===== src/rtp_payload_packetizer_top_assert.svh =====
// ---------------------------------------------------------------------------
// RTP payload packetizer assertion macros
// Concurrent assertion shorthands clocked on clk and disabled in reset.
// ---------------------------------------------------------------------------
`ifndef RTP_PAYLOAD_PACKETIZER_TOP_ASSERT_SVH
`define RTP_PAYLOAD_PACKETIZER_TOP_ASSERT_SVH

// same-cycle implication
`define RTP_ASSERT_NOW(label, ante, cons, msg) \
    label: assert property (@(posedge clk) disable iff (!rst_n) (ante) |-> (cons)) \
        else $error(msg);

// next-cycle implication
`define RTP_ASSERT_NEXT(label, ante, cons, msg) \
    label: assert property (@(posedge clk) disable iff (!rst_n) (ante) |=> (cons)) \
        else $error(msg);

`endif


===== src/rtp_pkt_pkg.sv =====
// ---------------------------------------------------------------------------
// RTP packetizer package
// Shared types, constants and the header byte function.
// ---------------------------------------------------------------------------
package rtp_pkt_pkg;

    localparam int HEADER_BYTES = 12;
    localparam int IDX_W        = 4;
    localparam logic [IDX_W-1:0] PAYLOAD_IDX = IDX_W'(HEADER_BYTES);

    localparam logic [10:0] CHUNK_MAX   = 11'd1488;
    localparam logic [10:0] CHUNK_RESET = 11'd1400;
    localparam logic [6:0]  KIND_RESET  = 7'd96;
    localparam logic [1:0]  RTP_VERSION = 2'd2;

    localparam int ADDR_W = 4;
    localparam logic [1:0] REG_SOURCE_ID    = 2'd0;
    localparam logic [1:0] REG_PAYLOAD_KIND = 2'd1;
    localparam logic [1:0] REG_CHUNK_SIZE   = 2'd2;

    typedef struct packed {
        logic [7:0]  payload_byte;
        logic        frame_start;
        logic [23:0] frame_length;
    } in_item_t;

    typedef struct packed {
        logic [7:0] out_byte;
        logic       packet_end;
        logic       run_last;
    } out_item_t;

    typedef struct packed {
        logic [31:0] source_id;
        logic [6:0]  payload_kind;
        logic [10:0] chunk_size;
    } cfg_t;

    typedef struct packed {
        logic [7:0]  payload_byte;
        logic        packet_end;
        logic        hdr;
        logic        marker;
        logic [15:0] seq;
    } job_t;

    function automatic logic [7:0] hdr_byte(
        input logic [IDX_W-1:0] idx,
        input logic             marker,
        input logic [6:0]       kind,
        input logic [15:0]      seq,
        input logic [31:0]      ssrc
    );
        logic [7:0] b;
        unique case (idx)
            4'd0:    b = {RTP_VERSION, 6'd0};
            4'd1:    b = {marker, kind};
            4'd2:    b = seq[15:8];
            4'd3:    b = seq[7:0];
            4'd8:    b = ssrc[31:24];
            4'd9:    b = ssrc[23:16];
            4'd10:   b = ssrc[15:8];
            4'd11:   b = ssrc[7:0];
            default: b = 8'd0;
        endcase
        return b;
    endfunction

endpackage


===== src/rtp_payload_packetizer_top.sv =====
// ---------------------------------------------------------------------------
// RTP payload packetizer
// Cuts frames into RTP packets with 12-byte headers, one byte per item.
// ---------------------------------------------------------------------------
// Accepts one payload byte per cycle and emits one byte per cycle unless
// out_ready stalls it. A byte that continues an open packet leaves as one
// output item; a byte that opens a packet leaves as 13 items (12 header
// bytes, then the byte), so input stalls while the header goes out. Bytes
// pass the input, job and output registers; the byte-wide output register
// sets the rate. Length-zero frames and bytes outside frames make no output.
module rtp_payload_packetizer_top (
    input  logic                           clk,
    input  logic                           rst_n,
    input  logic                           in_valid,
    output logic                           in_ready,
    input  rtp_pkt_pkg::in_item_t          in_data,
    output logic                           out_valid,
    input  logic                           out_ready,
    output rtp_pkt_pkg::out_item_t         out_data,
    input  logic                           psel,
    input  logic                           penable,
    input  logic                           pwrite,
    input  logic [rtp_pkt_pkg::ADDR_W-1:0] paddr,
    input  logic [31:0]                    pwdata,
    output logic [31:0]                    prdata,
    output logic                           pready
);

    rtp_pkt_pkg::cfg_t cfg;
    rtp_pkt_pkg::job_t job;
    logic              job_valid;
    logic              job_ready;

    rtp_pkt_cfg u_cfg (
        .clk     (clk),
        .rst_n   (rst_n),
        .psel    (psel),
        .penable (penable),
        .pwrite  (pwrite),
        .paddr   (paddr),
        .pwdata  (pwdata),
        .prdata  (prdata),
        .pready  (pready),
        .cfg     (cfg)
    );

    rtp_pkt_ctrl u_ctrl (
        .clk       (clk),
        .rst_n     (rst_n),
        .in_valid  (in_valid),
        .in_ready  (in_ready),
        .in_data   (in_data),
        .cfg       (cfg),
        .job_valid (job_valid),
        .job_ready (job_ready),
        .job       (job)
    );

    rtp_pkt_emit u_emit (
        .clk       (clk),
        .rst_n     (rst_n),
        .job_valid (job_valid),
        .job_ready (job_ready),
        .job       (job),
        .cfg       (cfg),
        .out_valid (out_valid),
        .out_ready (out_ready),
        .out_data  (out_data)
    );

endmodule


===== src/rtp_pkt_cfg.sv =====
// ---------------------------------------------------------------------------
// RTP packetizer configuration registers
// APB-style register file holding SSRC, payload type and chunk size.
// ---------------------------------------------------------------------------
module rtp_pkt_cfg (
    input  logic                          clk,
    input  logic                          rst_n,
    input  logic                          psel,
    input  logic                          penable,
    input  logic                          pwrite,
    input  logic [rtp_pkt_pkg::ADDR_W-1:0] paddr,
    input  logic [31:0]                   pwdata,
    output logic [31:0]                   prdata,
    output logic                          pready,
    output rtp_pkt_pkg::cfg_t             cfg
);

    rtp_pkt_pkg::cfg_t cfg_reg;
    logic              wr_en;
    logic [1:0]        reg_idx;

    assign pready  = 1'b1;
    assign wr_en   = psel && penable && pwrite;
    assign reg_idx = paddr[3:2];
    assign cfg     = cfg_reg;

    always_ff @(posedge clk or negedge rst_n)
    begin
        if (!rst_n)
        begin
            cfg_reg.source_id    <= 32'd0;
            cfg_reg.payload_kind <= rtp_pkt_pkg::KIND_RESET;
            cfg_reg.chunk_size   <= rtp_pkt_pkg::CHUNK_RESET;
        end
        else if (wr_en)
        begin
            unique case (reg_idx)
                rtp_pkt_pkg::REG_SOURCE_ID:    cfg_reg.source_id    <= pwdata;
                rtp_pkt_pkg::REG_PAYLOAD_KIND: cfg_reg.payload_kind <= pwdata[6:0];
                rtp_pkt_pkg::REG_CHUNK_SIZE:   cfg_reg.chunk_size   <= pwdata[10:0];
                default: ;
            endcase
        end
    end

    always_comb
    begin
        unique case (reg_idx)
            rtp_pkt_pkg::REG_SOURCE_ID:    prdata = cfg_reg.source_id;
            rtp_pkt_pkg::REG_PAYLOAD_KIND: prdata = {25'd0, cfg_reg.payload_kind};
            rtp_pkt_pkg::REG_CHUNK_SIZE:   prdata = {21'd0, cfg_reg.chunk_size};
            default:                       prdata = 32'd0;
        endcase
    end

endmodule


===== src/rtp_pkt_ctrl.sv =====
// ---------------------------------------------------------------------------
// RTP packetizer frame control
// Input register, frame and packet counters, sequence number, job hand-off.
// ---------------------------------------------------------------------------
module rtp_pkt_ctrl (
    input  logic                  clk,
    input  logic                  rst_n,
    input  logic                  in_valid,
    output logic                  in_ready,
    input  rtp_pkt_pkg::in_item_t in_data,
    input  rtp_pkt_pkg::cfg_t     cfg,
    output logic                  job_valid,
    input  logic                  job_ready,
    output rtp_pkt_pkg::job_t     job
);

    rtp_pkt_pkg::in_item_t in_reg;
    logic                  in_valid_reg;
    logic [15:0]           seq_reg;
    logic [15:0]           seq_next;
    logic [23:0]           frame_left_reg;
    logic [23:0]           frame_left_next;
    logic [10:0]           pkt_left_reg;
    logic [10:0]           pkt_left_next;

    logic [23:0] fl;
    logic [10:0] pl;
    logic [10:0] chunk;
    logic [10:0] pl_new;
    logic        drop;
    logic        need_hdr;
    logic        marker;
    logic        take;
    logic        pkt_fits;

    always_comb
    begin
        fl   = in_reg.frame_start ? in_reg.frame_length : frame_left_reg;
        pl   = in_reg.frame_start ? 11'd0 : pkt_left_reg;
        drop = (fl == 24'd0);

        if (cfg.chunk_size == 11'd0)
            chunk = 11'd1;
        else if (cfg.chunk_size > rtp_pkt_pkg::CHUNK_MAX)
            chunk = rtp_pkt_pkg::CHUNK_MAX;
        else
            chunk = cfg.chunk_size;

        need_hdr = (pl == 11'd0) || ({13'd0, pl} > fl);
        marker   = (fl <= {13'd0, chunk});

        if (!need_hdr)
            pl_new = pl;
        else if (marker)
            pl_new = fl[10:0];
        else
            pl_new = chunk;
    end

    assign job_valid = in_valid_reg && !drop;
    assign take      = in_valid_reg && (drop || job_ready);
    assign in_ready  = !in_valid_reg || take;

    assign job.payload_byte = in_reg.payload_byte;
    assign job.packet_end   = (pl_new == 11'd1);
    assign job.hdr          = need_hdr;
    assign job.marker       = marker;
    assign job.seq          = seq_reg;

    always_comb
    begin
        seq_next        = seq_reg;
        frame_left_next = frame_left_reg;
        pkt_left_next   = pkt_left_reg;
        if (take)
        begin
            if (drop)
            begin
                frame_left_next = fl;
                pkt_left_next   = pl;
            end
            else
            begin
                frame_left_next = fl - 24'd1;
                pkt_left_next   = pl_new - 11'd1;
                seq_next        = seq_reg + {15'd0, need_hdr};
            end
        end
    end

    always_ff @(posedge clk or negedge rst_n)
    begin
        if (!rst_n)
        begin
            in_valid_reg   <= 1'b0;
            seq_reg        <= 16'd0;
            frame_left_reg <= 24'd0;
            pkt_left_reg   <= 11'd0;
        end
        else
        begin
            if (in_ready)
                in_valid_reg <= in_valid;
            seq_reg        <= seq_next;
            frame_left_reg <= frame_left_next;
            pkt_left_reg   <= pkt_left_next;
        end
    end

    always_ff @(posedge clk)
    begin
        if (in_valid && in_ready)
            in_reg <= in_data;
    end

    assign pkt_fits = ({13'd0, pkt_left_reg} <= frame_left_reg);

`include "rtp_payload_packetizer_top_assert.svh"

    `RTP_ASSERT_NOW(a_pkt_within_frame, 1'b1, pkt_fits, "packet count exceeds frame count")
    `RTP_ASSERT_NEXT(a_seq_only_on_hdr, !(job_valid && job_ready && job.hdr), $stable(seq_reg), "sequence moved without header")
    `RTP_ASSERT_NEXT(a_item_held, in_valid_reg && !take, in_valid_reg && $stable(in_reg), "stalled item lost")

endmodule


===== src/rtp_pkt_emit.sv =====
// ---------------------------------------------------------------------------
// RTP packetizer byte emitter
// Serializes header and payload bytes of a job into the output register.
// ---------------------------------------------------------------------------
module rtp_pkt_emit (
    input  logic                   clk,
    input  logic                   rst_n,
    input  logic                   job_valid,
    output logic                   job_ready,
    input  rtp_pkt_pkg::job_t      job,
    input  rtp_pkt_pkg::cfg_t      cfg,
    output logic                   out_valid,
    input  logic                   out_ready,
    output rtp_pkt_pkg::out_item_t out_data
);

    rtp_pkt_pkg::job_t              job_reg;
    logic                           job_valid_reg;
    logic [rtp_pkt_pkg::IDX_W-1:0]  idx_reg;
    logic                           out_valid_reg;
    rtp_pkt_pkg::out_item_t         out_data_reg;
    rtp_pkt_pkg::out_item_t         out_data_next;

    logic slot_free;
    logic last_step;
    logic emit;

    assign slot_free = !out_valid_reg || out_ready;
    assign last_step = (idx_reg == rtp_pkt_pkg::PAYLOAD_IDX);
    assign emit      = job_valid_reg && slot_free;
    assign job_ready = !job_valid_reg || (emit && last_step);

    always_comb
    begin
        if (last_step)
        begin
            out_data_next.out_byte   = job_reg.payload_byte;
            out_data_next.packet_end = job_reg.packet_end;
            out_data_next.run_last   = 1'b1;
        end
        else
        begin
            out_data_next.out_byte   = rtp_pkt_pkg::hdr_byte(idx_reg, job_reg.marker,
                                           cfg.payload_kind, job_reg.seq, cfg.source_id);
            out_data_next.packet_end = 1'b0;
            out_data_next.run_last   = 1'b0;
        end
    end

    always_ff @(posedge clk or negedge rst_n)
    begin
        if (!rst_n)
        begin
            job_valid_reg <= 1'b0;
            idx_reg       <= '0;
            out_valid_reg <= 1'b0;
        end
        else
        begin
            if (job_ready)
            begin
                job_valid_reg <= job_valid;
                if (job_valid)
                    idx_reg <= job.hdr ? '0 : rtp_pkt_pkg::PAYLOAD_IDX;
            end
            else if (emit)
                idx_reg <= idx_reg + 1'b1;

            if (emit)
                out_valid_reg <= 1'b1;
            else if (out_ready)
                out_valid_reg <= 1'b0;
        end
    end

    always_ff @(posedge clk)
    begin
        if (job_ready && job_valid)
            job_reg <= job;
        if (emit)
            out_data_reg <= out_data_next;
    end

    assign out_valid = out_valid_reg;
    assign out_data  = out_data_reg;

`include "rtp_payload_packetizer_top_assert.svh"

    `RTP_ASSERT_NOW(a_hdr_no_end, out_valid_reg && !out_data_reg.run_last, !out_data_reg.packet_end, "packet end on header byte")
    `RTP_ASSERT_NOW(a_idx_range, job_valid_reg, idx_reg <= rtp_pkt_pkg::PAYLOAD_IDX, "byte index out of range")
    `RTP_ASSERT_NEXT(a_idx_hold, job_valid_reg && !slot_free, $stable(idx_reg) && job_valid_reg, "byte index moved while stalled")

endmodule


===== config.mk =====
export PLATFORM = sky130hd
export DESIGN_NAME = rtp_payload_packetizer_top
export DESIGN_NICKNAME = d
export VERILOG_FILES = /design/src/rtp_pkt_pkg.sv /design/src/rtp_payload_packetizer_top.sv /design/src/rtp_pkt_cfg.sv /design/src/rtp_pkt_ctrl.sv /design/src/rtp_pkt_emit.sv
export VERILOG_INCLUDE_DIRS = /design/src /design/src/src
export SDC_FILE = /design/constraint.sdc
export NUM_CORES = 1
export LEC_CHECK = 0
export BUFFER_PORTS_ARGS = -buffer_cell sky130_fd_sc_hd__buf_2
export CORE_UTILIZATION = 60
export DETAILED_ROUTE_END_ITERATION = 16
export PLACE_DENSITY = 0.82
export SETUP_SLACK_MARGIN = 0.15
export SLEW_MARGIN = 20
export SYNTH_ARGS = -nofsm -noshare
export SYNTH_HDL_FRONTEND = slang
export SYNTH_SLANG_ARGS = --single-unit

===== constraint.sdc =====
create_clock -name clk -period 11.25 [get_ports clk]
set_clock_uncertainty 0.05 [all_clocks]
set_input_delay 0.5625 -clock clk [delete_from_list [all_inputs] [get_ports clk]]
set_output_delay 0.5625 -clock clk [all_outputs]
set_load 0.005 [all_outputs]

==> run_results.csv <==
group,metric,value,unit
place,dp_hpwl,15.8,mm
worst_setup_path,criticalPathCategory,"reg2reg",
sta,fmax,186,MHz
detailed_routing,wl,22.4,mm
grt,grt_pass1_wl,35.9,mm
worst_setup_path,cp.required,11520,ps
logic_synthesis,syn_avg_cell_area,10.7,um2
logic_synthesis,yosysSeqAreaShare,50.4,%
grt,grt_pass1_vias,7018,
grt,grt_remaining_overflow,0,
logic_synthesis,synth_area_leaders,"dfrtp_1, edfxtp_1, mux2_2, ha_1, nand2_1",
clocking,cts.sink_count,177,
worst_setup_path,cpLargestDelayFamily,"buffers and inverters",
die,core,15300,um2
logic_synthesis,synth.top_cell.area_share,26.4,%
detailed_routing,viasPerCell,6.10,
job,maxCapViolations,0,
place,port_buffers,117,
worst_setup_path,crit_path_frequent_cell,"ha_1",
logic_synthesis,yosys.area.top_type,"dfrtp_1",
finish,antenna_cells,0,
power,vdd_drop_max,122,uV
worst_setup_path,cp_num_buf_inv,4,
logic_synthesis,synth_warnings,0,
finish,drive_above_1_share,24.0,%
detailed_routing,drt_first_pass_iters,6,
clocking,numCtsBuffers,17,
die,initial_core_util,61.9,%
clocking,post-cts-setup-buffer-count,0,
clocking,cts_resized,0,
worst_setup_path,crit_path_start_kind,"register",
worst_setup_path,cp-end-kind,"register",
finish,areaGrowthSynthToFinish,14.2,%
logic_synthesis,yosys-top-cells-count,"dfrtp_1, nand2_1, edfxtp_1",
clocking,root_buffer,"clkbuf_16",
detailed_routing,wl_per_cell,18.4,um
sta,period_minus_slack,5380,ps
clocking,htreeDepth,4,
place,place_congestion,0.927,
logic_synthesis,syn_area,9490,um2
sta,grt_setup_unrepaired,"no",
clocking,clk_latency,440,ps
die,dieArea,16300,um2
sta,finalCritPeriodShare,47.8,%
power,p_leak,4.58,nW
detailed_routing,drc,0,
logic_synthesis,synth_nets,994,
sta,setup_tns,0,ps
logic_synthesis,synth_cells,887,
worst_setup_path,cp_slowest_stage_delay,660,ps
grt,grt_usage,28.8,%
logic_synthesis,ys_async_sr_fraction,61.0,%
sta,hold_viol_final,0,
logic_synthesis,synth_seq_cells,177,
logic_synthesis,synth_cell_types,74,
detailed_routing,vias,7410,
min_path,hp-class,"in2async",
logic_synthesis,synth-edff-count,69,
sta,relSlewSlack,33.3,%
run_status,run_status,"completed",
power,power,2.23,mW
logic_synthesis,synth_ff_type,"dfrtp_1",
clocking,path_clk_slew,70,ps
die,num_rows,45,
logic_synthesis,yosysMostFrequentCell,"dfrtp_1",
worst_setup_path,worstPathCellList,"buf_4 > clkinv_1 > nand2_1 > inv_1 > ha_1 > nand4_1 > a211oi_1 > o311ai_2 > and2_1 > inv_1 > ha_1 > ha_1 > nand4_1 > nor3_1 > nand3_1 > xnor2_1",
power,power_density,206,nW/um2
die,io_pins,121,
sta,setup-violations-final,0,
sta,drv_slew,0,
worst_setup_path,crit_arrival,5660,ps
die,die_h,128,um
grt,grt_max_degree,81,
detailed_routing,final_antenna_net_count,0,
sta,tightest_slew,999,ps
die,die_w,128,um
detailed_routing,drt_iter0_markers,616,
clocking,holdBufCountCts,0,
finish,fin_nets,1097,
worst_setup_path,slowest_stage,"buf_4",
clocking,clk_path_buf_depth,2,
worst_setup_path,worstPathMaxFanout,80,
finish,largest_reg_flops,50,
clocking,cts_tree,"yes",
sta,hold_ws,77.8,ps
grt,antenna_found_initial,0,
## metrics by stage
step | setup slack, ps | std cells | instance area [um2] | util (%)
after floorplan | 6650 | 887 | 9490 | -
after CTS | 5960 | 1214 | 10800 | 70.7
after detailed placement | 5980 | 1182 | 10200 | 66.8
final | 5870 | 1214 | 10800 | 70.7
after global routing | 5510 | 1214 | 10800 | 70.7
after global placement | 6080 | 1182 | 10200 | 66.8
## power breakdown
group          internal (mW)  switching, mW  leakage (nW)
combinational          0.281          0.413          2.31
clock                  0.333          0.265         0.275
sequential             0.814          0.121          2.00
total                   1.43          0.800          4.58
## path summary, 6_finish.rpt
| check | cells after the start | slack (ps) | start | to |
|---|---|---|---|---|
| max reg2reg | 16 | 5870 | u_ctrl.in_reg[24]$_DFFE_PP_ | u_ctrl.seq_reg[14]$_DFFE_PN0P_ |
| max in group asynchronous | 2 | 9860 | rst_n | u_cfg.cfg[21]$_DFFE_PN0P_ |
| min in group clk | 1 | 240 | in_data[11] | u_ctrl.in_reg[11]$_DFFE_PP_ |
| min | 1 | 80 | rst_n | u_ctrl.frame_left_reg[8]$_DFFE_PN0P_ |
| min reg2reg | 0 | 370 | u_ctrl.job[26]$_DFFE_PP_ | u_emit.job_reg[26]$_DFFE_PP_ |
| max | 16 | 5870 | u_ctrl.in_reg[24]$_DFFE_PP_ | u_ctrl.seq_reg[14]$_DFFE_PN0P_ |
## routing by layer
metal	track usage [%]	up-vias	routed length [um]	share of wire (%)
li1	-	3468	-	-
met1	41.1	3598	9950	44
met2	44.6	311	10400	47
met3	4.92	33	1590	7.1
met4	10.4	0	416	1.9
met5	0	-	0	0
## cells in the final DEF (no fill, tap or decap), types with 4 or more instances in the layout
cell type,synthesis,routed
buf_2,4,116
dfrtp_1,100,100
nand2_1,85,85
edfxtp_1,69,69
o21ai_0,54,54
nor2_1,53,53
mux2_2,50,50
a21oi_1,46,46
nor3_1,33,32
mux2i_1,31,31
ha_1,31,31
and2_1,27,27
nand3_1,27,27
xnor2_1,27,27
inv_1,26,26
clkbuf_16,0,17
a22oi_1,16,16
nor2b_1,14,13
nand4_1,12,12
xor2_1,11,11
a31oi_1,9,9
o211ai_1,8,8
nor3b_1,9,8
dfstp_2,8,8
buf_4,2,7
clkinvlp_4,0,6
nand2b_1,5,5
a222oi_1,5,5
o21a_1,5,5
and3_1,5,5
o31ai_1,4,4
a221oi_1,4,4
nor4_1,4,4
nor3b_2,3,4
or2_2,4,4
o22a_1,4,4
## worst reg2reg max path, stage by stage, from the launching register on
cell	delay [ps]
edfxtp_1	320
buf_4	660
clkinv_1	600
nand2_1	300
inv_1	80
ha_1	300
nand4_1	140
a211oi_1	370
o311ai_2	230
and2_1	390
inv_1	410
ha_1	280
ha_1	180
nand4_1	200
nor3_1	450
nand3_1	160
xnor2_1	150
## cells by family after synthesis
kind of cell	Yosys count	synth area share [%]
simple gates	299	16.3
compound gates	191	13.1
flops	177	50.4
mux	83	9.51
buf+inv	67	2.94
xor+xnor	38	3.51
fa+ha+maj	31	4.09
other cells	1	0.0395
## cell type report
| cell class | instances | area [um2] |
|---|---|---|
| Tap cell | 211 | 264 |
| Clock inverter | 15 | 175 |
| Timing Repair Buffer | 123 | 633 |
| Inverter | 28 | 105 |
| Clock buffer | 17 | 425 |
| Fill cell | 1129 | 4480 |
| Multi-Input combinational cell | 643 | 4440 |
| Sequential cell | 177 | 4780 |
Power figures use the tool's default switching activity.
